$ cat src/imr_pkg.sv
// Shared types and constants for the int8 matmul/requantize block.
// No dependencies; every other file except imr_ram refers here by scoped name.
`timescale 1ns / 1ps
`default_nettype none

package imr_pkg;

    // Item kind carried on the slave-side tuser
    typedef enum logic [1:0] {
        CMD_WEIGHT = 2'd0,
        CMD_BIAS   = 2'd1,
        CMD_ACT    = 2'd2
    } t_cmd;

    typedef enum logic [2:0] {
        ST_IDLE,
        ST_MAC,
        ST_Q_RD,
        ST_Q_MUL,
        ST_Q_RND,
        ST_Q_OUT
    } t_state;

    // Configuration register indexes
    localparam logic CFG_SCALE = 1'b0;
    localparam logic CFG_SHIFT = 1'b1;

    localparam int CMD_W       = 2;
    localparam int ROW_W       = 6;
    localparam int COL_W       = 4;
    localparam int SMALL_W     = 8;
    localparam int BIAS_W      = 32;
    localparam int ACC_W       = 32;
    localparam int PROD_W      = 64;
    localparam int SHIFT_W     = 6;
    localparam int VALUE_W     = 16;
    localparam int IN_TDATA_W  = 56;
    localparam int OUT_TDATA_W = 24;

    localparam logic signed [ACC_W-1:0] SCALE_RESET = 32'sd32768;
    localparam logic [SHIFT_W-1:0]      SHIFT_RESET = 6'd15;

    localparam logic [PROD_W-1:0]  SAT_POS_MAG = 64'd32767;
    localparam logic [PROD_W-1:0]  SAT_NEG_MAG = 64'd32768;
    localparam logic [VALUE_W-1:0] SAT_POS_VAL = 16'h7FFF;
    localparam logic [VALUE_W-1:0] SAT_NEG_VAL = 16'h8000;

    // Sequencer to datapath controls
    typedef struct packed {
        logic act_load;   // capture activation on its transfer
        logic sel_acc;    // multiplier takes accumulator x scale
        logic acc_we;     // write back accumulator
        logic use_bias;   // first reduction step starts from bias
        logic round_en;   // capture rounded magnitude
        logic out_load;   // load output register
        logic out_last;   // last column of the row
    } t_ctrl;

endpackage

`default_nettype wire

$ cat src/imr_mul.sv
// Shared signed 32x32 multiplier with registered 64-bit product.
// Used for both the MAC step and the requantize scaling.
`timescale 1ns / 1ps
`default_nettype none

module imr_mul (
    input  logic                                 i_clk,
    input  logic signed [imr_pkg::ACC_W-1:0]     i_a,
    input  logic signed [imr_pkg::ACC_W-1:0]     i_b,
    output logic signed [imr_pkg::PROD_W-1:0]    o_prod
);

    logic signed [imr_pkg::PROD_W-1:0] r_prod;

    always_ff @(posedge i_clk) begin
        r_prod <= i_a * i_b;
    end

    assign o_prod = r_prod;

endmodule

`default_nettype wire

$ cat config.mk
export PLATFORM = sky130hd
export DESIGN_NAME = imr_mul
export DESIGN_NICKNAME = d
export VERILOG_FILES = /design/src/imr_pkg.sv /design/src/imr_mul.sv
export SDC_FILE = /design/constraint.sdc
export NUM_CORES = 2
export LEC_CHECK = 0
export BUFFER_PORTS_ARGS = -buffer_cell sky130_fd_sc_hd__buf_4
export CAP_MARGIN = 10
export CORE_AREA = 2 2 313 315
export DETAILED_ROUTE_END_ITERATION = 6
export DIE_AREA = 0 0 315 317
export PLACE_DENSITY = 0.64
export SLEW_MARGIN = 20
export SYNTH_ARGS = -nofsm -noshare
export SYNTH_HDL_FRONTEND = slang
export SYNTH_SLANG_ARGS = --single-unit
$ cat constraint.sdc
create_clock -name i_clk -period 22.5 [get_ports i_clk]
set_input_delay 2.25 -clock i_clk [delete_from_list [all_inputs] [get_ports i_clk]]
set_output_delay 2.25 -clock i_clk [all_outputs]
set_load 0.1 [all_outputs]
==> results.cfg <==
[critical_path]
cp-start-kind = input port
cp_slowest_cell = fa_1
path_max_fanout = 32
cp.required_ns = 22.84
cp-end-kind = register
worstPathArrival_ns = 10.75
crit_type = input port to register
slowest_delay_ns = 0.86
path_common_cell = fa_1

[routing]
drt_iter0_markers = 1617
viasPerCell = 4.992
wl_um = 100900
wl_per_cell_um = 19.74
drtPass1Iterations = 5
ant_nets = 0
vias = 25500
drc = 0

[yosys]
synth.top_cells.by_area = fa_1, inv_1, and2_1
synth-edff-count = 0
synthesis.nets = 5215
synth_compound_area_share_pct = 3.464
async_reset_ff_share_pct = 0
synthDistinctLibCells = 63
avgSynthCellArea_um2 = 9.589
synth_top_family_by_area = adder cells
synth_cells = 3884
yosys.area_share.adder_pct = 64.34
yosys.area_share.simple_pct = 15.37
yosys_register_bits = 64
synth-warning-count = 0
yosysSeqAreaShare_pct = 3.440
synth.area.mux_share_pct = 0
synth_xor_area_share_pct = 1.764
syn-cell-area_um2 = 37240
synth_top_cell_by_area = fa_1
yosysTopAreaCellShare_pct = 58.16
synth_flop_cell = dfxtp_1

[clock_network]
path_clk_slew_ns = 0.06
numCtsBuffers = 9
htree_levels = 3
ctsResizeCount = 0
cts_tree = built
cts.path.max_buffers = 2
ctsHoldBuffers = 0
cts_setup_buffers = 0
clock_sinks = 64
cts_root_buf = clkbuf_16

[flow_run]
max_cap_viol_count = 0

[worst_hold_path]
hp-class = input port to register
hold_start = i_a[0]
min_to = o_prod[0]
whs_path_depth = 2

[grt]
grt_pass1_vias = 29010
antenna_found_initial = 5
grt_util_met1_pct = 27.53
grt_pass1_wl_um = 164500
grt-ovfl-total = 0
grtUsageMet3_pct = 3.665
grt_max_degree = 33
grt.total_usage_pct = 21.64
grt.busiest_layer = met2
use_met2_pct = 37.50

[timing]
drv_slew = 0
finalWorstSetupSlack_ns = 12.09
period_share_pct = 46.28
rsz0062_at_grt = no
maxSlewHeadroom_pct = 34.56
worstMarginPinSlew_ns = 0.9816
hold_viol = 0
setup_tns_ns = 0
timing.hold.ws_ns = 2.314
period_needed_ns = 10.41
clock.fmax_mhz = 96.04
setup_viol = 0

[die]
io_pins = 129
dieArea_um2 = 99860
num_rows = 114
fp.dieW_um = 315
fp.dieH_um = 317
core-area_um2 = 96280
start_util_pct = 38.68

[cells_and_area]
drive_gt1_share_pct = 4.437
num-nets-final = 5157
syn2layout_area_growth_pct = 5.785
largest_reg_flops = 64
layout_common_cells = fa_1, inv_1, and2_1
n_fill_cell = 9514
mostFrequentLayoutCell = fa_1

[status]
status = complete, no violations

[placed_design]
place_ws_ns = 11.74
globalplace.congestion = 0.8725
io_buffers = 128
dpl.hpwl_um = 79730
## final cells by class
type                    count  area, µm²  area share [%]
clock buffers              11      242.7          0.6161
inverters                 952       3573           9.070
repair buffers            131      983.4           2.496
well taps                1276       1597           4.052
multi-input cells        2668      31640           80.30
flip-flops and latches     64       1281           3.252
clock inverters             5      80.08          0.2033
diodes                      1      2.502        0.006352
## logic make-up (layout without fill, tap and decap cells)
family / Yosys count / after routing
flip-flops: 64 / 64
XOR/XNOR: 75 / 75
AO/OA/AOI/OAI: 193 / 193
AND/OR/NAND/NOR: 1134 / 1134
buffers and inverters: 1152 / 1099
adder cells (fa/ha/maj): 1266 / 1266
other: 0 / 1
## synthesized netlist by cell type (3+ instances only)
cell type,instances
o21a_1,4
xor2_1,22
nor3_1,6
a21oi_1,68
nand2b_1,9
a21o_1,23
fa_1,1082
nand4_1,7
a211oi_1,4
a211oi_2,3
o211ai_1,3
or3_1,4
o21bai_1,15
o31ai_1,6
ha_1,184
clkbuf_1,195
inv_1,952
and3_1,7
and2_1,516
nand3_1,15
a31oi_1,12
o21ai_0,28
buf_2,3
xnor2_1,53
nor2_1,42
dfxtp_1,64
and4_1,3
nand2_1,511
a21boi_0,3
nor2b_1,3
## worst max-delay path: cells and delay by family
kind	cells	cell delay [ns]
AOI/OAI and AO/OA	6	1.71
xor gates and xnor gates	1	0.12
adders and majority gates	9	4.65
buffers and inverters	8	1.55
and+or+nand+nor	2	0.42
## how the worst max path moves through the flow
stage | start | endpoint | slack (ns)
floorplan | i_b[2] | o_prod[62] | 12.99
global placement | i_a[31] | o_prod[63] | 11.72
detailed placement | i_a[31] | o_prod[63] | 11.74
CTS | i_a[31] | o_prod[63] | 12.12
global route | i_b[5] | o_prod[63] | 11.73
finish | i_b[5] | o_prod[63] | 12.09
## routing by layer
layer | vias to the layer above | wire length, µm
met2 | 817 | 50840
met1 | 13570 | 39860
met5 | - | 49
met3 | 177 | 6525
met4 | 8 | 3583
li1 | 10920 | -
## through the flow
stage	utilization (%)	cells	cell area, µm²
detailed placement	40.58	5091	39070
CTS	40.91	5107	39390
floorplan	-	3884	37240
finish	40.92	5108	39400
global route	40.92	5107	39390
global placement	40.58	5091	39070
Power is not shown: default switching activity piles up to over one toggle a cycle in this logic, so the estimate is an artifact.
