### src/imr_pkg.sv
// Shared types and constants for the int8 matmul/requantize block.
// No dependencies; every other file except imr_ram refers here by scoped name.
`timescale 1ns / 1ps
`default_nettype none

package imr_pkg;

    // Item kind carried on the slave-side tuser
    typedef enum logic [1:0] {
        CMD_WEIGHT = 2'd0,
        CMD_BIAS   = 2'd1,
        CMD_ACT    = 2'd2
    } t_cmd;

    typedef enum logic [2:0] {
        ST_IDLE,
        ST_MAC,
        ST_Q_RD,
        ST_Q_MUL,
        ST_Q_RND,
        ST_Q_OUT
    } t_state;

    // Configuration register indexes
    localparam logic CFG_SCALE = 1'b0;
    localparam logic CFG_SHIFT = 1'b1;

    localparam int CMD_W       = 2;
    localparam int ROW_W       = 6;
    localparam int COL_W       = 4;
    localparam int SMALL_W     = 8;
    localparam int BIAS_W      = 32;
    localparam int ACC_W       = 32;
    localparam int PROD_W      = 64;
    localparam int SHIFT_W     = 6;
    localparam int VALUE_W     = 16;
    localparam int IN_TDATA_W  = 56;
    localparam int OUT_TDATA_W = 24;

    localparam logic signed [ACC_W-1:0] SCALE_RESET = 32'sd32768;
    localparam logic [SHIFT_W-1:0]      SHIFT_RESET = 6'd15;

    localparam logic [PROD_W-1:0]  SAT_POS_MAG = 64'd32767;
    localparam logic [PROD_W-1:0]  SAT_NEG_MAG = 64'd32768;
    localparam logic [VALUE_W-1:0] SAT_POS_VAL = 16'h7FFF;
    localparam logic [VALUE_W-1:0] SAT_NEG_VAL = 16'h8000;

    // Sequencer to datapath controls
    typedef struct packed {
        logic act_load;   // capture activation on its transfer
        logic sel_acc;    // multiplier takes accumulator x scale
        logic acc_we;     // write back accumulator
        logic use_bias;   // first reduction step starts from bias
        logic round_en;   // capture rounded magnitude
        logic out_load;   // load output register
        logic out_last;   // last column of the row
    } t_ctrl;

endpackage

`default_nettype wire

### src/imr_seq.sv
// Sequencer: idle/load handling, per-activation column sweep through the
// shared multiplier, and per-column requantize steps. Uses imr_pkg.
`timescale 1ns / 1ps
`default_nettype none

module imr_seq #(
    parameter int DEPTH_K   = 64,
    parameter int COLUMNS_N = 16
) (
    input  logic                                         i_clk,
    input  logic                                         i_rst_n,
    input  logic                                         i_in_valid,
    input  logic [imr_pkg::CMD_W-1:0]                    i_cmd,
    input  logic                                         i_out_free,
    output logic                                         o_ready,
    output imr_pkg::t_ctrl                               o_ctrl,
    output logic [(DEPTH_K > 1 ? $clog2(DEPTH_K) : 1)-1:0]     o_row,
    output logic [(COLUMNS_N > 1 ? $clog2(COLUMNS_N) : 1)-1:0] o_wcol,
    output logic [(COLUMNS_N > 1 ? $clog2(COLUMNS_N) : 1)-1:0] o_acc_rcol,
    output logic [(COLUMNS_N > 1 ? $clog2(COLUMNS_N) : 1)-1:0] o_acc_wcol,
    output logic [(COLUMNS_N > 1 ? $clog2(COLUMNS_N) : 1)-1:0] o_out_col
);

    localparam int KW = (DEPTH_K > 1) ? $clog2(DEPTH_K) : 1;
    localparam int CW = (COLUMNS_N > 1) ? $clog2(COLUMNS_N) : 1;
    localparam int SW = $clog2(COLUMNS_N + 2);

    imr_pkg::t_state r_state, n_state;
    logic [KW-1:0]   r_row, n_row;
    logic [SW-1:0]   r_step, n_step;
    logic [CW-1:0]   r_col, n_col;

    logic v1, v2, step_last, row_last, col_last;

    // Sweep pipeline: step s issues weight read for column s, multiplies
    // column s-1, writes back column s-2.
    assign v1        = (r_step != '0) && (r_step <= SW'(COLUMNS_N));
    assign v2        = (r_step >= SW'(2));
    assign step_last = (r_step == SW'(COLUMNS_N + 1));
    assign row_last  = (r_row == KW'(DEPTH_K - 1));
    assign col_last  = (r_col == CW'(COLUMNS_N - 1));

    always_ff @(posedge i_clk) begin
        if (!i_rst_n) begin
            r_state <= imr_pkg::ST_IDLE;
            r_row   <= '0;
            r_step  <= '0;
            r_col   <= '0;
        end else begin
            r_state <= n_state;
            r_row   <= n_row;
            r_step  <= n_step;
            r_col   <= n_col;
        end
    end

    always_comb begin
        n_state = r_state;
        n_row   = r_row;
        n_step  = r_step;
        n_col   = r_col;
        o_ctrl  = '0;
        case (r_state)
            imr_pkg::ST_IDLE: begin
                if (i_in_valid && (i_cmd == imr_pkg::CMD_ACT)) begin
                    o_ctrl.act_load = 1'b1;
                    n_step          = '0;
                    n_state         = imr_pkg::ST_MAC;
                end
            end
            imr_pkg::ST_MAC: begin
                o_ctrl.acc_we   = v2;
                o_ctrl.use_bias = (r_row == '0);
                if (step_last) begin
                    n_step = '0;
                    if (row_last) begin
                        n_row   = '0;
                        n_col   = '0;
                        n_state = imr_pkg::ST_Q_RD;
                    end else begin
                        n_row   = r_row + KW'(1);
                        n_state = imr_pkg::ST_IDLE;
                    end
                end else begin
                    n_step = r_step + SW'(1);
                end
            end
            imr_pkg::ST_Q_RD: begin
                n_state = imr_pkg::ST_Q_MUL;
            end
            imr_pkg::ST_Q_MUL: begin
                o_ctrl.sel_acc = 1'b1;
                n_state        = imr_pkg::ST_Q_RND;
            end
            imr_pkg::ST_Q_RND: begin
                o_ctrl.round_en = 1'b1;
                n_state         = imr_pkg::ST_Q_OUT;
            end
            imr_pkg::ST_Q_OUT: begin
                if (i_out_free) begin
                    o_ctrl.out_load = 1'b1;
                    o_ctrl.out_last = col_last;
                    if (col_last) begin
                        n_col   = '0;
                        n_state = imr_pkg::ST_IDLE;
                    end else begin
                        n_col   = r_col + CW'(1);
                        n_state = imr_pkg::ST_Q_RD;
                    end
                end
            end
            default: begin
                n_state = imr_pkg::ST_IDLE;
            end
        endcase
    end

    assign o_ready    = (r_state == imr_pkg::ST_IDLE);
    assign o_row      = r_row;
    assign o_wcol     = (r_step < SW'(COLUMNS_N)) ? CW'(r_step) : '0;
    assign o_acc_rcol = (r_state == imr_pkg::ST_MAC) ? (v1 ? CW'(r_step - SW'(1)) : '0)
                                                     : r_col;
    assign o_acc_wcol = CW'(r_step - SW'(2));
    assign o_out_col  = r_col;

endmodule

`default_nettype wire

### config.mk
export PLATFORM = sky130hd
export DESIGN_NAME = imr_seq
export DESIGN_NICKNAME = d
export VERILOG_FILES = /design/src/imr_pkg.sv /design/src/imr_seq.sv
export SDC_FILE = /design/constraint.sdc
export NUM_CORES = 1
export LEC_CHECK = 0
export BUFFER_PORTS_ARGS = -buffer_cell sky130_fd_sc_hd__buf_4
export CAP_MARGIN = 25
export CORE_ASPECT_RATIO = 1.25
export CORE_UTILIZATION = 46
export DETAILED_ROUTE_END_ITERATION = 8
export GPL_TIMING_DRIVEN = 0
export HOLD_SLACK_MARGIN = 0.12
export PLACE_DENSITY_LB_ADDON = 0.2
export RECOVER_POWER = 50
export SLEW_MARGIN = 0
export SYNTH_ARGS = -nofsm -noshare
export SYNTH_HDL_FRONTEND = slang
export SYNTH_SLANG_ARGS = --single-unit
### constraint.sdc
create_clock -name i_clk -period 1.8 [get_ports i_clk]
set_clock_uncertainty 0.1 [all_clocks]
set_input_delay 0.36 -clock i_clk [delete_from_list [all_inputs] [get_ports i_clk]]
set_output_delay 0.36 -clock i_clk [all_outputs]
set_load 0.05 [all_outputs]
==> flow_summary.json <==
{
  "synth_area_per_cell_um2": 7.57,
  "grt_use_total_pct": 28.2,
  "first_global_vias": 1324,
  "rows": 20,
  "grt_max_degree": 11,
  "setup_ws_ns": -0.436,
  "placed_area_um2": 1620,
  "core-area_um2": 2480,
  "p_leak_nw": 0.862,
  "io_pins": 36,
  "initial_core_util_pct": 49.5,
  "total_power_mw": 0.838,
  "hpwl_um": 2320,
  "cts_sinks": 18,
  "setup_viol": 24,
  "ys_seq_area_share_pct": 29.4,
  "startpoint_type": "flip-flop",
  "first_pass_iters": 4,
  "fin_crit_ns": 2.24,
  "layout_commonest_cell": "buf_4",
  "outcome": "finished, violations left",
  "synthArstFlopShare_pct": 0,
  "fill_cells": 139,
  "drv_cap": 0,
  "ir_worst_vdd_mv": 0.321,
  "worst_slew_pin_slew_ns": 0.591,
  "grt_first_pass_wirelength_um": 5840,
  "cp-end-kind": "output pin",
  "min_path_type": "in2reg",
  "power.density_nw_per_um2": 406,
  "syn_area_um2": 1230,
  "yosysTopAreaCell": "dfxtp_1",
  "hold_viol": 0,
  "antenna_found_initial": 0,
  "place_ws_ns": -0.390,
  "cp_max_fo": 5,
  "synth_seq_cells": 18,
  "crit_arrival_ns": 1.78,
  "ant_nets": 0,
  "cts.clk_slew.worst_paths_ns": 0.11,
  "yosysWarnings": 0,
  "via_per_inst": 5.76,
  "finalCritPeriodShare_pct": 124,
  "syn2layout_area_growth_pct": 68.4,
  "stdcell_area_um2": 2060,
  "yosysUniqueCellTypes": 41,
  "htree_levels": 1,
  "synth-edff-count": 0,
  "required_ns": 1.34,
  "synth_top_area_share_pct": 29.4,
  "drtIter0Drc": 50,
  "slew_headroom_pct": 60.7,
  "final_max_slew_viol_count": 0,
  "io_buffers": 35,
  "crit_type": "reg2out",
  "clock_path_buffers": 2,
  "insertion_delay_ns": 0.30,
  "synth_ff_type": "dfxtp_1",
  "drc": 0,
  "postCtsHoldBufs": 0,
  "max_freq_ghz": 0.447,
  "die_x_um": 48.2,
  "synthesis.nets": 178,
  "avgRoutedWirePerCell_um": 17.5,
  "die-area_um2": 2880,
  "failed_checks": "negative setup slack",
  "syn_inst": 162,
  "synth_area_leaders": "dfxtp_1 (29%), ha_1 (10%), nand2_1 (7.7%)",
  "cts_root_buffer": "clkbuf_4",
  "nets": 240,
  "final.setup.tns_ns": -3.08,
  "cts_tree": "yes",
  "rsz0062_at_grt": "true",
  "place_congestion": 0.779,
  "final_cell_mix": "buf_4 (33), nand2_1 (21), nor2_1 (15)",
  "drive_gt1_share_pct": 49.8,
  "antenna_cells": 0,
  "die_h_um": 59.7,
  "vias": 1474,
  "gr-total-overflow": 0,
  "wl_um": 4490,
  "cts_buffers": 3
}
[flip-flops by register name, indices dropped and copies added, names as in the netlist]
signal and flops:
o_row 6, o_out_col 4, r_step 5, r_state 3
[final cells by class]
| class | instances | area, µm² | share of cell area [%] |
|---|---|---|---|
| Tap cell | 33 | 41.3 | 2.00 |
| Multi-Input combinational cell | 128 | 1000 | 48.5 |
| Inverter | 8 | 35.0 | 1.70 |
| Timing Repair Buffer | 58 | 498 | 24.1 |
| Clock buffer | 4 | 36.3 | 1.76 |
| Buffer | 7 | 70.1 | 3.39 |
| Sequential cell | 18 | 383 | 18.5 |
[critical path, stage by stage, from the launching register on]
cell,delay (ns)
dfxtp_2,0.34
buf_6,0.11
or3b_4,0.45
buf_12,0.17
o31ai_4,0.20
buf_6,0.20
[per-stage QoR]
stage,std cells,hold slack [ns],util (%)
2_1_floorplan,162,0.378,-
3_3_place_gp,230,0.381,65.3
3_5_place_dp,230,0.395,65.3
4_1_cts,247,0.254,76.2
5_1_grt,256,0.267,83.3
6_report,256,0.265,83.3
[metal layers]
metal | share of wire [%] | vias to the layer above | routed length [µm] | track usage (%)
met1 | 37 | 734 | 1640 | 28.7
li1 | - | 685 | - | -
met5 | 0 | - | 0 | 0
met4 | 2.1 | 0 | 96 | 12.3
met3 | 3.0 | 12 | 134 | 4.53
met2 | 58 | 43 | 2620 | 52.6
[Yosys cell counts (2+ instances only)]
cell type  count
ha_1          10
nand4_1        3
xor2_1         5
nand3_1        9
o31ai_1        4
nor4_1         2
clkbuf_1       2
nor2b_1        6
xnor2_1        3
inv_1          7
buf_4          2
and3_1         2
and2_1         2
nor2_1        17
a21oi_1       10
nand2_1       25
nor3_1         6
a31oi_1        4
dfxtp_1       18
o21ai_0        3
buf_2          2
[power breakdown]
group	switching, mW	internal [mW]
Sequential	0.00399	0.395
Combinational	0.106	0.0733
Clock	0.137	0.123
[worst paths after layout]
| kind | end | cells past startpoint | startpoint | slack [ns] |
|---|---|---|---|---|
| max reg2reg | o_out_col[1] | 7 | r_step[2] | -0.10 |
| min reg2reg | o_row[1] | 2 | o_row[1] | 0.42 |
| max | o_acc_rcol[0] | 5 | r_state[2] | -0.44 |
| min | r_state[0] | 3 | i_rst_n | 0.27 |
[cell families (layout without fill, tap and decap cells)]
logic type | Yosys count | count (layout) | share of synthesized area, %
xor gates and xnor gates | 8 | 8 | 5.71
buffers and inverters | 16 | 77 | 6.33
and+or+nand+nor | 79 | 79 | 31.7
muxes | 1 | 1 | 0.816
AOI/OAI and AO/OA | 30 | 30 | 15.8
adders and majority gates | 10 | 10 | 10.2
DFF | 18 | 18 | 29.4
[what timing repair did]
action,in CTS,in global routing
pin swaps,8,7
endpoints found under the setup margin,28,26
buffers inserted,13,9
gates cloned,1,0
resized for setup,40,35
No activity file was read; power rests on OpenSTA's default activity.
