`src/imr_ram.sv`:
```
// Generic simple dual-port RAM: one write port, one registered read port.
// No dependencies.
`timescale 1ns / 1ps
`default_nettype none

module imr_ram #(
    parameter int WIDTH = 8,
    parameter int DEPTH = 16
) (
    input  logic                                   i_clk,
    input  logic                                   i_we,
    input  logic [(DEPTH > 1 ? $clog2(DEPTH) : 1)-1:0] i_waddr,
    input  logic [WIDTH-1:0]                       i_wdata,
    input  logic [(DEPTH > 1 ? $clog2(DEPTH) : 1)-1:0] i_raddr,
    output logic [WIDTH-1:0]                       o_rdata
);

    logic [WIDTH-1:0] r_mem [DEPTH];
    logic [WIDTH-1:0] r_rdata;

    always_ff @(posedge i_clk) begin
        if (i_we) begin
            r_mem[i_waddr] <= i_wdata;
        end
        r_rdata <= r_mem[i_raddr];
    end

    assign o_rdata = r_rdata;

endmodule

`default_nettype wire

```
`config.mk`:
```
export PLATFORM = sky130hd
export DESIGN_NAME = imr_ram
export DESIGN_NICKNAME = d
export VERILOG_FILES = /design/src/imr_ram.sv
export SDC_FILE = /design/constraint.sdc
export NUM_CORES = 1
export LEC_CHECK = 0
export ABC_AREA = 1
export BUFFER_PORTS_ARGS = -buffer_cell sky130_fd_sc_hd__clkbuf_2
export CAP_MARGIN = 30
export CORE_UTILIZATION = 45
export CTS_CLUSTER_DIAMETER = 40
export CTS_CLUSTER_SIZE = 10
export DETAILED_ROUTE_END_ITERATION = 7
export PLACE_DENSITY_LB_ADDON = 0.1
export SLEW_MARGIN = 20
export SYNTH_ARGS = -nofsm -noshare
export SYNTH_HDL_FRONTEND = slang
export SYNTH_SLANG_ARGS = --single-unit
```
`constraint.sdc`:
```
create_clock -name i_clk -period 1.5 [get_ports i_clk]
set_clock_uncertainty 0.05 [all_clocks]
set_input_delay 0.075 -clock i_clk [delete_from_list [all_inputs] [get_ports i_clk]]
set_output_delay 0.075 -clock i_clk [all_outputs]
set_load 0.05 [all_outputs]
```
==> run_results.csv, run 1 <==
group,metric,value,unit
floorplanning,die_w,115,µm
final_layout,layout.nets,620,
final_layout,stdcell_count,783,
timing,fmax,821,MHz
worst_setup_path,startpoint_type,"flop",
hold_path,hold_class,"primary input to flop",
timing,drv_slew,0,
worst_setup_path,path_delay_family,"flip-flops",
timing,slew-limit-headroom,73.4,%
drt,drtIter0Drc,285,
cts,clk_path_buf_depth,2,
place,gp_congestion,0.763,
worst_setup_path,crit_path_end,"o_rdata[5]",
global_route,busiest_layer,"met2",
yosys,synth-seq-cells,136,
global_route,grt_pass1_vias,3785,
global_route,grt_overflow_total,0,
floorplanning,row_count,40,
final_layout,num_antenna_cells,0,
global_route,track_usage,21.0,%
power,p_sw_share,22.1,%
yosys,seq_area_frac_synth,69.4,%
timing,rsz0062_at_grt,"no",
timing,hold_viol,0,
cts,cts_setup_buffers,0,
worst_setup_path,crit_slowest_cell,"dfxtp_1",
hold_path,whs_path_depth,1,
timing,period_share,81.2,%
timing,tightest_slew,0.399,ns
worst_setup_path,crit_required,1.37,ns
drt,via_count,3811,
power,power.share.clock,44.1,%
power,p_sw,0.00193,W
floorplanning,core-area,12300,µm²
global_route,grt_max_degree,65,
cts,cts_resized,0,
cts,cts_buffers,17,
worst_setup_path,end_kind,"primary output",
worst_setup_path,path_class,"flop to primary output",
run_status,status,"finished clean",
yosys,syn-num-nets,569,
timing,fin_setup_tns,0,ns
place,hpwlAfterDp,7.57,mm
worst_setup_path,cp_max_fo,1,
cts,clkTransAtPathRegs,0.06,ns
cts,htreeDepth,4,
power,pwr_density_cell,1290,nW/µm²
cts,clkLatencyLatePin,0.42,ns
drt,routed_wl,12.3,mm
power,vdd_drop_max,0.834,mV
yosys,synth_warnings,0,
global_route,gr-usage-met2,31.9,%
place,port_buffers,25,
timing,period_needed,1.22,ns
worst_setup_path,critPathMaxStageDelay,0.38,ns
worst_setup_path,critPathBufInv,1,
worst_setup_path,r2r-start,"r_mem[1][7]$_DFFE_PP_",
worst_setup_path,crit_start,"o_rdata[5]$_DFF_P_",
floorplanning,die-height,115,µm
place,dp.cells,751,
power,power_leakage,2.98,nW
drt,wl_per_cell,15.8,µm
global_route,grtUsageMet1,29.0,%
worst_setup_path,cp_cell_sequence,"clkbuf_2",
yosys,syn_area,5770,µm²
cts,cts.sinks,136,
floorplanning,start_util,47.0,%
drt,dr.pass1.iters,5,
power,seqPwrFrac,49.0,%
worst_setup_path,rrSetupSlack,0.43,ns
cts,cts_tree,"yes",
global_route,use_met3,4.64,%
drt,drtAntennaViolNets,0,
worst_setup_path,r2r_cells,6,
timing,finalSetupViolations,0,
flow_run,cap_violations,0,
worst_setup_path,r2r-end,"o_rdata[7]$_DFF_P_",
drt,via_per_inst,4.87,
final_layout,layout-drive-gt1-share,14.3,%
yosys,synth.distinct_cells,12,
power,power.internal,0.00680,W
cts,hold_buffers,0,
power,combPwrFrac,6.9,%
global_route,grt_antenna_before_repair,0,
floorplanning,die_area,13300,µm²
yosys,netlist_instances,551,
worst_setup_path,arrival,1.09,ns
yosys,syn_area_per_cell,10.5,µm²
final_layout,areaGrowthSynthToFinish,17.2,%
global_route,grt_pass1_wl,19.8,mm
drt,drc_errors,0,
floorplanning,design.portCount,26,
worst_setup_path,path_depth,1,
cts,root_buffer,"clkbuf_16",
## sequential cells by signal, indices dropped and copies added (netlist names)
signal / cells
o_rdata: 8
r_mem: 128
## cells in the final DEF, fill, tap and decap left out
cell and instances:
nor2_1 17, clkbuf_8 3, buf_4 28, inv_1 100, buf_12 3, nand2_1 173
bufinv_16 1, nand3b_1 2, clkbuf_2 25, inv_2 2, nand3_1 97, clkinv_2 8
clkbuf_16 17, dfxtp_1 8, clkinvlp_4 1, edfxtp_1 128, clkbuf_1 2
## power groups by stage
stage,Combinational (W),Sequential (W),Clock [W]
floorplan,0.000300,0.00444,0
global placement,0.000598,0.00435,0
detailed placement,0.000604,0.00435,0
CTS,0.000606,0.00428,0.00390
global route,0.000664,0.00428,0.00404
finish,0.000599,0.00428,0.00385
## cells in the mapped netlist
library cell  instances  area, µm²
buf_6                 6       67.6
nor2_1               17       63.8
nand3b_1              2       15.0
buf_4                 4       30.0
nand3_1              97        485
inv_2                 2       7.51
dfxtp_1               8        160
inv_1               100        375
edfxtp_1            128       3840
nand2_1             173        649
buf_1                 1       3.75
buf_2                13       65.1
## layout make-up
class,instances,area (µm²)
multi-input combinational,289,1210
sequential,136,4000
clock inverter,10,77.6
clock buffer,22,474
fill,1065,5500
inverter,102,383
tap,168,210
timing repair buffer,56,395
## per-stage QoR
stage,cell area [µm²],utilization [%],hold slack (ns),total power (W),setup slack [ns]
after CTS,6760,55.1,0.0419,0.00878,0.266
after floorplan,5770,-,0.124,0.00473,0.424
after global placement,6210,50.6,0.481,0.00495,0.251
after global routing,6760,55.1,0.0683,0.00898,0.273
final,6760,55.1,0.0588,0.00872,0.283
after detailed placement,6210,50.6,0.479,0.00496,0.256
## logic make-up (layout without fill, tap and decap cells)
group	after synthesis	count (layout)	share of synthesized area, %
simple gates	289	289	21.0
buf+inv	126	190	9.52
flops	136	136	69.4
## worst min path at each step
stage	start	end
after global routing	i_raddr[3]	o_rdata[7]$_DFF_P_
after CTS	i_raddr[3]	o_rdata[7]$_DFF_P_
after floorplan	i_wdata[0]	r_mem[0][0]$_DFFE_PP_
after global placement	i_raddr[3]	o_rdata[7]$_DFF_P_
final	i_wdata[1]	r_mem[6][1]$_DFFE_PP_
after detailed placement	i_raddr[3]	o_rdata[7]$_DFF_P_
## per-layer routing
metal | wire length (µm) | part of all wire, %
met1 | 5950 | 48
met2 | 5570 | 45
met3 | 585 | 4.7
met4 | 229 | 1.9
met5 | 0 | 0
No activity file was read; power rests on OpenSTA's default activity.
==> run 2: changes to the inputs <==
clock period = 1.21 ns   (was 1.5 ns; I/O delays follow)
==> run 2 against run 1 <==
Register-to-register slack worse by 0.28 ns. Non-clock buffer count shrank 2. Utilization increased by 0.32 points. Worst hold slack worse by 0.015 ns. Largest cell class unchanged.
==> run_results.csv, run 2 (synthesis results as in run 1) <==
group,metric,value,unit
cts,root_buffer,"clkbuf_16",
floorplanning,design.portCount,26,
floorplanning,die_area,13300,µm²
cts,cts_buffers,17,
final_layout,areaGrowthSynthToFinish,17.9,%
final_layout,top_register,"r_mem",
final_layout,largest_reg_flops,128,
cts,cts.sinks,136,
final_layout,multi_input_area,1220,µm²
timing,finalWorstSetupSlack,0.0489,ns
floorplanning,row_count,40,
worst_setup_path,crit_required,1.47,ns
final_layout,seq_area,4000,µm²
final_layout,layout-drive-gt1-share,13.4,%
timing,hold_viol,0,
worst_setup_path,cp_cell_sequence,"dlygate4sd3_1, clkbuf_2, inv_1, buf_12, nand3_1, nand3_1, nand2_1",
final_layout,final_cell_mix,"173 x nand2_1, 128 x edfxtp_1, 100 x inv_1",
drt,drc_errors,0,
global_route,track_usage,21.3,%
timing,fin_setup_tns,0,ns
timing,period_needed,1.16,ns
power,vdd_drop_max,0.885,mV
power,pwr_density_cell,1600,nW/µm²
final_layout,fill_cells,1086,
final_layout,design_area,6800,µm²
timing,fmax,861,MHz
final_layout,final_common_cell,"nand2_1",
global_route,grt_overflow_total,0,
drt,via_per_inst,4.86,
cts,clkLatencyLatePin,0.42,ns
flow_run,cap_violations,0,
floorplanning,start_util,47.0,%
timing,drv_slew,0,
worst_setup_path,cp_max_fo,16,
final_layout,num_antenna_cells,0,
global_route,grt_antenna_before_repair,0,
place,hpwlAfterDp,7.95,mm
place,gp_congestion,0.801,
cts,cts_tree,"yes",
worst_setup_path,path_class,"primary input to flop",
floorplanning,die_w,115,µm
drt,drtAntennaViolNets,0,
timing,tightest_slew,0.405,ns
place,dp.cells,748,
floorplanning,core-area,12300,µm²
worst_setup_path,startpoint_type,"primary input",
place,port_buffers,25,
place,place_area,6230,µm²
timing,rsz0062_at_grt,"no",
cts,clkTransAtPathRegs,0.05,ns
timing,finalSetupViolations,0,
place,pre_cts_ws,-0.0363,ns
timing,slew-limit-headroom,73.0,%
drt,routed_wl,12.8,mm
power,power_leakage,2.97,nW
drt,dr.pass1.iters,5,
drt,drtIter0Drc,303,
hold_path,hold_class,"primary input to flop",
run_status,status,"finished clean",
worst_setup_path,end_kind,"flop",
cts,htreeDepth,4,
worst_setup_path,critPathMaxStageDelay,0.54,ns
cts,clk_path_buf_depth,2,
worst_setup_path,crit_top_cell,"nand3_1",
worst_setup_path,crit_slowest_cell,"dlygate4sd3_1",
final_layout,final_core_util,55.4,%
floorplanning,die-height,115,µm
worst_setup_path,arrival,1.42,ns
global_route,grt_pass1_wl,19.8,mm
global_route,grt_max_degree,65,
drt,via_count,3798,
final_layout,stdcell_count,781,
final_layout,layout.nets,618,
timing,period_share,96.0,%
drt,wl_per_cell,16.4,µm
global_route,grt_pass1_vias,3605,
==> run 2: report_power, final <==
group / total, W / leakage (nW) / switching, W / internal, W
clock network: 0.00479 / 0.270 / 0.00182 / 0.00298
registers: 0.00530 / 1.22 / 0.0000330 / 0.00527
logic: 0.000779 / 1.48 / 0.000550 / 0.000228
==> run 2: critical path, delay by kind of cell <==
family                 cells  cell delay, ns
and+or+nand+nor            3            0.35
buffers and inverters      4            1.01
==> run 2: final timing paths <==
path / slack, ns / startpoint / depth (start not counted) / end
setup / recovery: 0.05 / i_raddr[2] / 7 / o_rdata[7]$_DFF_P_
hold / removal: 0.04 / i_wdata[1] / 1 / r_mem[1][1]$_DFFE_PP_
setup reg to reg: 0.15 / r_mem[0][7]$_DFFE_PP_ / 6 / o_rdata[7]$_DFF_P_
hold reg to reg: 0.61 / r_mem[6][2]$_DFFE_PP_ / 6 / o_rdata[2]$_DFF_P_
==> run 2: repair_timing <==
item                       4_1_cts  5_1_grt
gates resized for setup          1        1
setup buffers                    0        0
hold buffers                     1        0
hold endpoints to repair         1        0
setup endpoints to repair        1        1
==> run 2: stage by stage <==
step | total power (W) | hold slack (ns)
floorplan | 0.00587 | 0.109
global placement | 0.00617 | 0.434
detailed placement | 0.00617 | 0.437
CTS | 0.0109 | 0.0401
global route | 0.0112 | 0.0565
finish | 0.0109 | 0.0435
==> run 2: final cells by class <==
class	instances	share of cell area, %
Clock buffer	20	6.42
Tap cell	168	3.09
Timing Repair Buffer	54	6.41
Inverter	102	5.63
Clock inverter	12	1.60
Sequential cell	136	58.9
Multi-Input combinational cell	289	17.9
==> run 2: routing by layer <==
metal / vias up / share of wire [%] / GRT usage [%]
met1: 1773 / 47 / 30.3
met2: 142 / 45 / 31.2
met3: 13 / 6.5 / 5.38
li1: 1870 / - / -
met4: 0 / 1.2 / 9.35
met5: - / 0 / 0
