File: config.mk
export PLATFORM = sky130hd
export DESIGN_NAME = imr_requant
export DESIGN_NICKNAME = d
export VERILOG_FILES = /design/src/imr_pkg.sv /design/src/imr_requant.sv
export SDC_FILE = /design/constraint.sdc
export NUM_CORES = 1
export LEC_CHECK = 0
export ABC_AREA = 1
export BUFFER_PORTS_ARGS = -buffer_cell sky130_fd_sc_hd__buf_2
export CORE_MARGIN = 2
export CORE_UTILIZATION = 55
export DETAILED_ROUTE_END_ITERATION = 6
export GPL_ROUTABILITY_DRIVEN = 0
export PLACE_DENSITY = 0.72
export SETUP_SLACK_MARGIN = 0.05
export SYNTH_ARGS = -nofsm -noshare
export SYNTH_HDL_FRONTEND = slang
export SYNTH_SLANG_ARGS = --single-unit
File: constraint.sdc
create_clock -name i_clk -period 4 [get_ports i_clk]
set_clock_uncertainty 0.05 [all_clocks]
set_input_delay 0.2 -clock i_clk [delete_from_list [all_inputs] [get_ports i_clk]]
set_output_delay 0.2 -clock i_clk [all_outputs]
set_load 0.02 [all_outputs]
File: src/imr_pkg.sv
// Shared types and constants for the int8 matmul/requantize block.
// No dependencies; every other file except imr_ram refers here by scoped name.
`timescale 1ns / 1ps
`default_nettype none

package imr_pkg;

    // Item kind carried on the slave-side tuser
    typedef enum logic [1:0] {
        CMD_WEIGHT = 2'd0,
        CMD_BIAS   = 2'd1,
        CMD_ACT    = 2'd2
    } t_cmd;

    typedef enum logic [2:0] {
        ST_IDLE,
        ST_MAC,
        ST_Q_RD,
        ST_Q_MUL,
        ST_Q_RND,
        ST_Q_OUT
    } t_state;

    // Configuration register indexes
    localparam logic CFG_SCALE = 1'b0;
    localparam logic CFG_SHIFT = 1'b1;

    localparam int CMD_W       = 2;
    localparam int ROW_W       = 6;
    localparam int COL_W       = 4;
    localparam int SMALL_W     = 8;
    localparam int BIAS_W      = 32;
    localparam int ACC_W       = 32;
    localparam int PROD_W      = 64;
    localparam int SHIFT_W     = 6;
    localparam int VALUE_W     = 16;
    localparam int IN_TDATA_W  = 56;
    localparam int OUT_TDATA_W = 24;

    localparam logic signed [ACC_W-1:0] SCALE_RESET = 32'sd32768;
    localparam logic [SHIFT_W-1:0]      SHIFT_RESET = 6'd15;

    localparam logic [PROD_W-1:0]  SAT_POS_MAG = 64'd32767;
    localparam logic [PROD_W-1:0]  SAT_NEG_MAG = 64'd32768;
    localparam logic [VALUE_W-1:0] SAT_POS_VAL = 16'h7FFF;
    localparam logic [VALUE_W-1:0] SAT_NEG_VAL = 16'h8000;

    // Sequencer to datapath controls
    typedef struct packed {
        logic act_load;   // capture activation on its transfer
        logic sel_acc;    // multiplier takes accumulator x scale
        logic acc_we;     // write back accumulator
        logic use_bias;   // first reduction step starts from bias
        logic round_en;   // capture rounded magnitude
        logic out_load;   // load output register
        logic out_last;   // last column of the row
    } t_ctrl;

endpackage

`default_nettype wire

File: src/imr_requant.sv
// Requantize back end: magnitude plus rounding term (registered), then
// variable right shift and int16 saturation. Uses imr_pkg constants.
`timescale 1ns / 1ps
`default_nettype none

module imr_requant (
    input  logic                                 i_clk,
    input  logic                                 i_en,
    input  logic signed [imr_pkg::PROD_W-1:0]    i_prod,
    input  logic [imr_pkg::SHIFT_W-1:0]          i_shift,
    output logic [imr_pkg::VALUE_W-1:0]          o_value
);

    logic [imr_pkg::PROD_W-1:0] add_in;
    logic [imr_pkg::PROD_W-1:0] rnd;
    logic [imr_pkg::PROD_W-1:0] n_sum;
    logic [imr_pkg::PROD_W-1:0] shifted;
    logic [imr_pkg::PROD_W-1:0] r_sum;
    logic                       r_neg;

    // |prod| + rnd as one add: -p = ~p + 1, the +1 rides along with rnd
    always_comb begin
        rnd     = (i_shift == '0) ? '0 : (64'd1 << (i_shift - 6'd1));
        add_in  = i_prod[imr_pkg::PROD_W-1] ? ~i_prod : i_prod;
        n_sum   = add_in + rnd + 64'(i_prod[imr_pkg::PROD_W-1]);
    end

    always_ff @(posedge i_clk) begin
        if (i_en) begin
            r_sum <= n_sum;
            r_neg <= i_prod[imr_pkg::PROD_W-1];
        end
    end

    always_comb begin
        shifted = r_sum >> i_shift;
        if (r_neg) begin
            o_value = (shifted > imr_pkg::SAT_NEG_MAG) ? imr_pkg::SAT_NEG_VAL
                                                       : 16'(16'd0 - shifted[15:0]);
        end else begin
            o_value = (shifted > imr_pkg::SAT_POS_MAG) ? imr_pkg::SAT_POS_VAL
                                                       : shifted[15:0];
        end
    end

endmodule

`default_nettype wire

==> results_dict.tcl, run 1 <==
set metrics [dict create \
    min_period_ns 3.65 \
    die_area_sq_mm 0.0232 \
    dp_cells 2339 \
    avgSynthCellArea_sq_um 6.05 \
    drtIter0Drc 1981 \
    drv_cap 0 \
    worstPathArrival_ns 3.40 \
    die_x_um 152 \
    routedWlPerCell_um 17.7 \
    ys_types 49 \
    syn_inst 2001 \
    yosys_warnings 0 \
    slew_viol_final 0 \
    place_area_sq_mm 0.0128 \
    wl_um 41600 \
    antenna_cells 0 \
    rows 54 \
    finalNonFillerCells 2355 \
    grt_max_degree 69 \
    ctsResizeCount 0 \
    outcome "finished, violations left" \
    io_pins 88 \
    fin_setup_tns_ns 0 \
    start_util_pct 55.8 \
    crit_type "input port to output port" \
    track_usage_pct 34.9 \
    p_per_area_mw_per_mm2 249 \
    final-hold-violation-count 0 \
    rsz0062_at_grt "false" \
    yosys.area.top_type "nand3_1" \
    num_vias 14100 \
    setup_violations 0 \
    grt_pass1_vias 12800 \
    yosysTopAreaCellShare_pct 16.7 \
    ant_nets 0 \
    violations "design-rule violations" \
    crit_path_start_kind "input port" \
    io_buffers 87 \
    core_sq_mm 0.0217 \
    finalCritPeriodShare_pct 91.2 \
    yosys_most_used_dff "edfxtp_1" \
    synth_enable_flop_cells 65 \
    drc 7 \
    holdWs_ns 0.152 \
    critPathCapture "o_value[1]" \
    root_buffer "clkbuf_16" \
    finalNetCount 2208 \
    tightest_slew_ns 0.708 \
    hold_buffers 0 \
    cts_max_path_buffers 2 \
    irDropWorstVdd_mv 0.226 \
    cp-end-kind "output port" \
    grt_overflow_total 0 \
    slew_headroom_pct 52.8 \
    antenna_found_initial 0 \
    grt_pass1_wl_um 65600 \
    syn_area_sq_mm 0.0121 \
    crit_fanout 60 \
    hold_path.class "input port to flip-flop" \
    synth-seq-area-share_pct 16.1 \
    layout-drive-gt1-share_pct 13.0 \
    synthToLayoutAreaGrowth_pct 8.82 \
    post_cts_buffers 0 \
    synthArstFlopShare_pct 0 \
    post-dp-hpwl_um 33900 \
    cts_buffers 9 \
    worstHoldPathCells 2 \
    cts_tree "done" \
    synth_area_leaders "nand3_1 17%, edfxtp_1 16%, nand2_1 15%" \
    fmax_mhz 274 \
    required_ns 3.75 \
    drt_first_pass_iters 7 \
    die_h_um 152 \
    synth_fp_nets 2139 \
    final_util_pct 60.7 \
    path_clk_slew_ns 0.06 \
    crit_path_start "i_shift[1]" \
    p_leak_uw 0.00637 \
    cts.sinks 65 \
    drt-vias-per-instance 6.01 \
    final_cell_area_sq_mm 0.0132 \
    h-tree-depth 3 \
    synth-seq-cells 65 \
]
==> worst min-delay path by stage <==
stage | from | to | slack, ns
3_5_place_dp | i_prod[0] | r_sum[0]$_DFFE_PP_ | 0.49
2_1_floorplan | i_prod[63] | r_neg$_DFFE_PP_ | 0.25
5_1_grt | i_prod[0] | r_sum[0]$_DFFE_PP_ | 0.16
3_3_place_gp | i_prod[0] | r_sum[0]$_DFFE_PP_ | 0.49
4_1_cts | i_prod[0] | r_sum[0]$_DFFE_PP_ | 0.15
6_report | i_prod[0] | r_sum[0]$_DFFE_PP_ | 0.15
==> per-layer routing <==
metal	up-vias	global-route usage, %	routed length, um
li1	6864	-	-
met1	6351	48.2	17300
met2	781	53.9	17900
met3	153	4.24	3960
met4	0	17.5	2450
met5	-	0	0
==> per-stage QoR <==
step	total power, uW	worst slack (ns)
3_5_place_dp	2360	0.196
6_report	3280	0.352
5_1_grt	3470	0.117
2_1_floorplan	1970	0.489
3_3_place_gp	2340	0.230
4_1_cts	3230	0.430
==> power breakdown <==
part           internal (uW)  leakage (uW)  total [uW]  switching [uW]
clock network            553      0.000161         887             335
logic                    476       0.00557        1460             987
registers                858      0.000636         927            69.5
total                   1890       0.00637        3280            1390
==> cell type report <==
type,instances,area [sq um]
Multi-Input combinational cell,1689,9030
Fill cell,2199,8520
Tap cell,280,350
Inverter,163,614
Clock buffer,9,225
Timing Repair Buffer,142,888
Sequential cell,65,1950
Clock inverter,7,100
==> synthesized netlist by cell type (3+ instances only) <==
| cell | number |
|---|---|
| a211oi_1 | 4 |
| nor2_1 | 223 |
| edfxtp_1 | 65 |
| clkbuf_1 | 14 |
| buf_4 | 9 |
| nor2_2 | 8 |
| xnor2_1 | 22 |
| a31oi_1 | 18 |
| o21bai_1 | 4 |
| buf_1 | 15 |
| nor3_1 | 16 |
| nand3_2 | 37 |
| nor4_1 | 11 |
| xor2_1 | 99 |
| buf_6 | 8 |
| a21o_1 | 8 |
| inv_2 | 14 |
| inv_1 | 146 |
| o21ai_1 | 18 |
| nand2_1 | 496 |
| ha_1 | 65 |
| nand2_4 | 9 |
| nand3_1 | 403 |
| nor2_4 | 3 |
| o21ai_0 | 59 |
| o21a_1 | 16 |
| o211ai_1 | 4 |
| nand2_2 | 32 |
| a21oi_1 | 107 |
| buf_2 | 35 |
| a21oi_2 | 3 |
| nand4_1 | 8 |
==> critical path: stages <==
cell and delay, ns:
buf_2 0.16, buf_4 0.55, nand3_1 0.23, nand3_1 0.17, nand3_1 0.16, nand3_1 0.17
nand2_1 0.09, nand2_1 0.08, nand2_1 0.09, inv_1 0.06, ha_1 0.21, nand3_2 0.10
nor2_2 0.12, nand3_2 0.11, nor2_2 0.13, nand3_2 0.10, nand2_4 0.21, nand3_1 0.10
nand2_1 0.11, buf_2 0.17
==> registers in the layout (all words and copies together), names as in the netlist <==
register and cells:
r_sum 64, r_neg 1
==> placed cells by master, fill, tap and decap left out, types with 2 or more instances in the layout <==
cell type,netlist,final
buf_4,9,53
nor4_1,11,11
nand2_2,32,32
nor2_2,8,8
bufinv_16,0,2
clkbuf_16,0,9
nand2_1,496,496
edfxtp_1,65,65
a21boi_0,2,2
nor2_4,3,3
ha_1,65,65
a21oi_1,107,107
nor2_1,223,223
o211ai_1,4,4
nand4_1,8,8
inv_2,14,14
buf_2,35,86
nand3_1,403,403
a21o_1,8,8
o21a_1,16,16
xnor2_1,22,22
nand2_4,9,9
inv_6,0,3
inv_1,146,146
nor3_1,16,16
o21ai_0,59,59
o2111ai_1,2,2
o21ai_1,18,18
nand3_2,37,37
a31oi_1,18,18
clkinv_1,2,2
a211oi_1,4,4
buf_12,2,3
and2_1,2,2
a21oi_2,3,3
o21bai_1,4,4
xor2_1,99,99
==> cells by family (layout without fill, tap and decap cells) <==
family,Yosys count,count (layout),synth area share [%]
and+or+nand+nor,1253,1253,47.3
AOI/OAI and AO/OA,249,249,11.7
buffers and inverters,247,321,9.18
xor gates and xnor gates,121,121,8.76
adders and majority gates,66,66,6.89
DFF,65,65,16.1
Note: power is estimated with default switching activity, not from simulation.
==> run 2, diff against run 1 <==
--- a/config.mk
+++ b/config.mk
@@ -11,7 +11,7 @@
 export CORE_UTILIZATION = 55
 export DETAILED_ROUTE_END_ITERATION = 6
 export GPL_ROUTABILITY_DRIVEN = 0
-export PLACE_DENSITY = 0.72
+export PLACE_DENSITY_LB_ADDON = 0.12
 export SETUP_SLACK_MARGIN = 0.05
 export SYNTH_ARGS = -nofsm -noshare
 export SYNTH_HDL_FRONTEND = slang
==> run 2 against run 1 <==
The run now ends clean; critical path type unchanged; largest cell class unchanged; hold slack better by 0.013 ns; wire length is 0.23% higher; core utilization is 0.058 points higher; setup slack worse by 0.047 ns; sequential share of layout area hardly changed.
==> results_dict.tcl, run 2 (synthesized netlist as in run 1, its figures left out) <==
set metrics [dict create \
    outcome "finished, final reports clean" \
    crit_fanout 60 \
    routedWlPerCell_um 17.7 \
    start_util_pct 55.8 \
    tightest_slew_ns 1.05 \
    h-tree-depth 3 \
    antenna_cells 0 \
    post_cts_buffers 0 \
    largest_register_ffs 64 \
    p_leak_uw 0.00638 \
    rows 54 \
    finalNetCount 2212 \
    slew_headroom_pct 30.2 \
    worstHoldPathCells 2 \
    track_usage_pct 34.9 \
    slew_viol_final 0 \
    worstPathArrival_ns 3.45 \
    irDropWorstVdd_mv 0.190 \
    io_buffers 87 \
    grt_overflow_total 0 \
    hold_end "r_sum[0]$_DFFE_PP_" \
    hp-start "i_prod[0]" \
    cp-end-kind "output port" \
    dp_cells 2343 \
    ctsResizeCount 0 \
    drv_cap 0 \
    drc 0 \
    wl_um 41700 \
    ant_nets 0 \
    multi_input_area_sq_mm 0.00903 \
    drt-vias-per-instance 5.97 \
    final-hold-violation-count 0 \
    rsz0062_at_grt "false" \
    crit_type "input port to output port" \
    core_sq_mm 0.0217 \
    root_buffer "clkbuf_16" \
    grt_pass1_vias 12900 \
    cts_max_path_buffers 2 \
    drtIter0Drc 1825 \
    place_area_sq_mm 0.0129 \
    min_period_ns 3.70 \
    finalCritPeriodShare_pct 92.4 \
    synthToLayoutAreaGrowth_pct 8.93 \
    required_ns 3.75 \
    layout-drive-gt1-share_pct 13.2 \
    cts_buffers 9 \
    top_register "r_sum" \
    antenna_found_initial 0 \
    grt_max_degree 69 \
    final_cell_area_sq_mm 0.0132 \
    path_clk_slew_ns 0.06 \
    fin_setup_tns_ns 0 \
    fmax_mhz 271 \
    grt_pass1_wl_um 65600 \
    p_per_area_mw_per_mm2 244 \
    hold_path.class "input port to flip-flop" \
    die_x_um 152 \
    die_area_sq_mm 0.0232 \
    crit_path_start "i_shift[1]" \
    io_pins 88 \
    fill_cells 2154 \
    finalNonFillerCells 2359 \
    setup_violations 0 \
    drt_first_pass_iters 7 \
    cts.sinks 65 \
    total_power_uw 3220 \
    seq_area_sq_mm 0.00195 \
    cts_tree "done" \
    die_h_um 152 \
    final_common_cell "nand2_1" \
    num_vias 14100 \
    top_regs "r_sum (64), r_neg (1)" \
    post-dp-hpwl_um 34100 \
    hold_buffers 0 \
    crit_path_start_kind "input port" \
    mostFrequentLayoutCells "496 x nand2_1, 403 x nand3_1, 223 x nor2_1" \
]
## run 2: cell count changes in the layout (fill, tap and decap cells not counted), sizes merged
cell	delta
buf	+4
inv	+1
clkinvlp	+2
bufinv	-1
clkinv	-2
## run 2: worst max-delay path: stages
cell and delay (ns):
buf_2 0.16, buf_4 0.56, nand3_1 0.21, nand3_1 0.18
nand3_1 0.12, nand3_1 0.12, o21ai_1 0.11, a21oi_2 0.27
ha_1 0.28, nand3_2 0.10, nor2_2 0.13, nand3_2 0.12
nor2_2 0.14, nand3_2 0.10, nand2_4 0.21, nand3_1 0.10
nand2_1 0.10, buf_2 0.16
## run 2: routing by layer
metal / vias up / routed length (um) / GRT usage (%)
met5: - / 0 / 0
li1: 6887 / - / -
met3: 120 / 3830 / 3.70
met2: 781 / 18100 / 55.3
met4: 0 / 2080 / 16.2
met1: 6297 / 17700 / 47.7
## run 2: cell type report
type,instances,area share [%]
clock buffer,9,1.71
clock inverter,7,0.627
inverter,163,4.66
multi-input combinational,1689,68.6
sequential,65,14.8
tap,280,2.66
timing repair buffer,146,6.97
## run 2: metrics by stage
| stage | setup WS (ns) | hold slack, ns | utilization, % |
|---|---|---|---|
| after floorplan | 0.489 | 0.249 | - |
| after global placement | 0.287 | 0.484 | 59.3 |
| after detailed placement | 0.134 | 0.488 | 59.3 |
| after CTS | 0.359 | 0.140 | 60.8 |
| after global routing | 0.0587 | 0.152 | 60.8 |
| final | 0.305 | 0.165 | 60.8 |
## run 2: worst max path at each step
stage	end	slack [ns]	cells past startpoint
after detailed placement	r_sum[46]$_DFFE_PP_	0.13	18
final	o_value[1]	0.30	18
after floorplan	r_sum[46]$_DFFE_PP_	0.49	20
after global placement	r_sum[52]$_DFFE_PP_	0.29	16
after global routing	o_value[2]	0.06	18
after CTS	o_value[2]	0.36	18
## run 2: report_power, final
part / total [uW] / switching [uW] / internal, uW
logic: 1460 / 987 / 476
clock network: 826 / 333 / 493
registers: 928 / 70.0 / 858
total: 3220 / 1390 / 1830
==> run 3, diff against run 2 <==
--- a/config.mk
+++ b/config.mk
@@ -7,7 +7,7 @@
 export LEC_CHECK = 0
 export ABC_AREA = 1
 export BUFFER_PORTS_ARGS = -buffer_cell sky130_fd_sc_hd__buf_2
-export CORE_MARGIN = 2
+export CORE_MARGIN = 8
 export CORE_UTILIZATION = 55
 export DETAILED_ROUTE_END_ITERATION = 6
 export GPL_ROUTABILITY_DRIVEN = 0
==> run 3 against run 2 <==
Wire length rose by 0.53%; critical path depth did not move; clock power rose by 6.7%; sequential share of layout area barely moved; core utilization rose by 0.098 points; sequential power barely moved; hold slack got worse by 0.034 ns; fmax rose by 3.2%; global-route usage fell by 4.4 points; setup slack improved by 0.12 ns; total power rose by 1.5%; first-iteration DRC count fell by 3.8%.
==> results_dict.tcl, run 3 (synthesized netlist as in run 1, its figures left out) <==
set metrics [dict create \
    outcome "finished, final reports clean" \
    total_power_uw 3260 \
    die_x_um 164 \
    wl_um 41900 \
    cts_tree "done" \
    layout-drive-gt1-share_pct 13.2 \
    drt-vias-per-instance 5.94 \
    finalNetCount 2213 \
    cts.sinks 65 \
    drtIter0Drc 1756 \
    fill_cells 2159 \
    cp-end-kind "flip-flop" \
    grt_pass1_vias 12900 \
    routedWlPerCell_um 17.8 \
    tightest_slew_ns 1.16 \
    core_sq_mm 0.0217 \
    crit_path_start_kind "input port" \
    die_area_sq_mm 0.0270 \
    top_regs "r_sum (64), r_neg (1)" \
    setup_violations 0 \
    final_common_cell "nand2_1" \
    io_pins 88 \
    fmax_mhz 279 \
    p_per_area_mw_per_mm2 247 \
    cts_buffers 9 \
    root_buffer "clkbuf_16" \
    crit_path_start "i_shift[0]" \
    grt_overflow_total 0 \
    start_util_pct 55.8 \
    num_vias 14000 \
    slew_viol_final 0 \
    p_leak_uw 0.00639 \
    crit_fanout 44 \
    drc 0 \
    io_buffers 87 \
    synthToLayoutAreaGrowth_pct 9.10 \
    holdWs_ns 0.131 \
    rsz0062_at_grt "false" \
    top_register "r_sum" \
    rows 54 \
    h-tree-depth 3 \
    final-hold-violation-count 0 \
    die_h_um 164 \
    drt_first_pass_iters 6 \
    track_usage_pct 30.4 \
    critPathCapture "r_sum[46]$_DFFE_PP_" \
    hold_path.class "input port to flip-flop" \
    post-dp-hpwl_um 34600 \
    post-place-ws_ns 0.165 \
    grt_pass1_wl_um 65300 \
    final_util_pct 60.9 \
    largest_register_ffs 64 \
    min_period_ns 3.58 \
    required_ns 4.05 \
    post_cts_buffers 0 \
    antenna_found_initial 0 \
    path_clk_slew_ns 0.07 \
    cts_max_path_buffers 2 \
    worstHoldPathCells 2 \
    drv_cap 0 \
    setup_ws_ns 0.421 \
    slew_headroom_pct 22.7 \
    worstPathArrival_ns 3.63 \
    crit_type "input port to flip-flop" \
    mostFrequentLayoutCells "496 x nand2_1, 403 x nand3_1, 223 x nor2_1" \
    grt_max_degree 69 \
    irDropWorstVdd_mv 0.158 \
    finalCritPeriodShare_pct 89.5 \
    ant_nets 0 \
    fin_setup_tns_ns 0 \
]
[run 3: layout make-up]
type                            instances  area, sq um  area share [%]
Multi-Input combinational cell       1689         9030            68.5
Timing Repair Buffer                  147          917            6.95
Antenna cell                            1         2.50          0.0190
Sequential cell                        65         1950            14.8
Clock inverter                          7          103           0.777
Clock buffer                            9          225            1.71
Inverter                              163          614            4.65
Tap cell                              280          350            2.65
[run 3: report_power, final]
group / internal [uW] / leakage [uW] / switching (uW)
Combinational: 476 / 0.00560 / 981
Clock: 551 / 0.000156 / 330
Sequential: 858 / 0.000636 / 69.9
[run 3: worst min path at each step]
stage                     startpoint  slack [ns]                 end
after global routing       i_prod[0]        0.15  r_sum[0]$_DFFE_PP_
final                      i_prod[0]        0.13  r_sum[0]$_DFFE_PP_
after detailed placement   i_prod[0]        0.50  r_sum[0]$_DFFE_PP_
after global placement     i_prod[0]        0.49  r_sum[0]$_DFFE_PP_
after CTS                  i_prod[0]        0.14  r_sum[0]$_DFFE_PP_
after floorplan           i_prod[63]        0.25     r_neg$_DFFE_PP_
[run 3: metal layers]
metal / vias to the layer above / GRT usage, % / wire [um]
met1: 6326 / 40.9 / 17600
li1: 6879 / - / -
met3: 115 / 2.73 / 3760
met4: 0 / 13.9 / 1920
met2: 702 / 48.6 / 18700
met5: - / 0 / 0
[run 3: repair_timing]
| action | CTS | global route |
|---|---|---|
| endpoints found under the setup margin | 0 | 2 |
| resized for setup | 0 | 1 |
| hold buffers | 0 | 0 |
[run 3: critical path: stages]
cell     delay (ns)
buf_2          0.15
buf_4          0.31
nor3_1         0.34
nand2_1        0.18
nor3_1         0.31
ha_1           0.34
a21oi_1        0.16
nand2_1        0.13
a21oi_1        0.27
o21ai_1        0.14
a21oi_1        0.20
o21ai_1        0.14
a21oi_1        0.35
o21ai_1        0.15
nand2_1        0.10
nand2_1        0.05
nand2_1        0.05
nand2_1        0.04
[run 3: stage by stage]
stage | cells | cell area (sq um)
3_5_place_dp | 2344 | 12900
6_report | 2361 | 13200
2_1_floorplan | 2001 | 12100
4_1_cts | 2360 | 13200
3_3_place_gp | 2344 | 12900
5_1_grt | 2360 | 13200
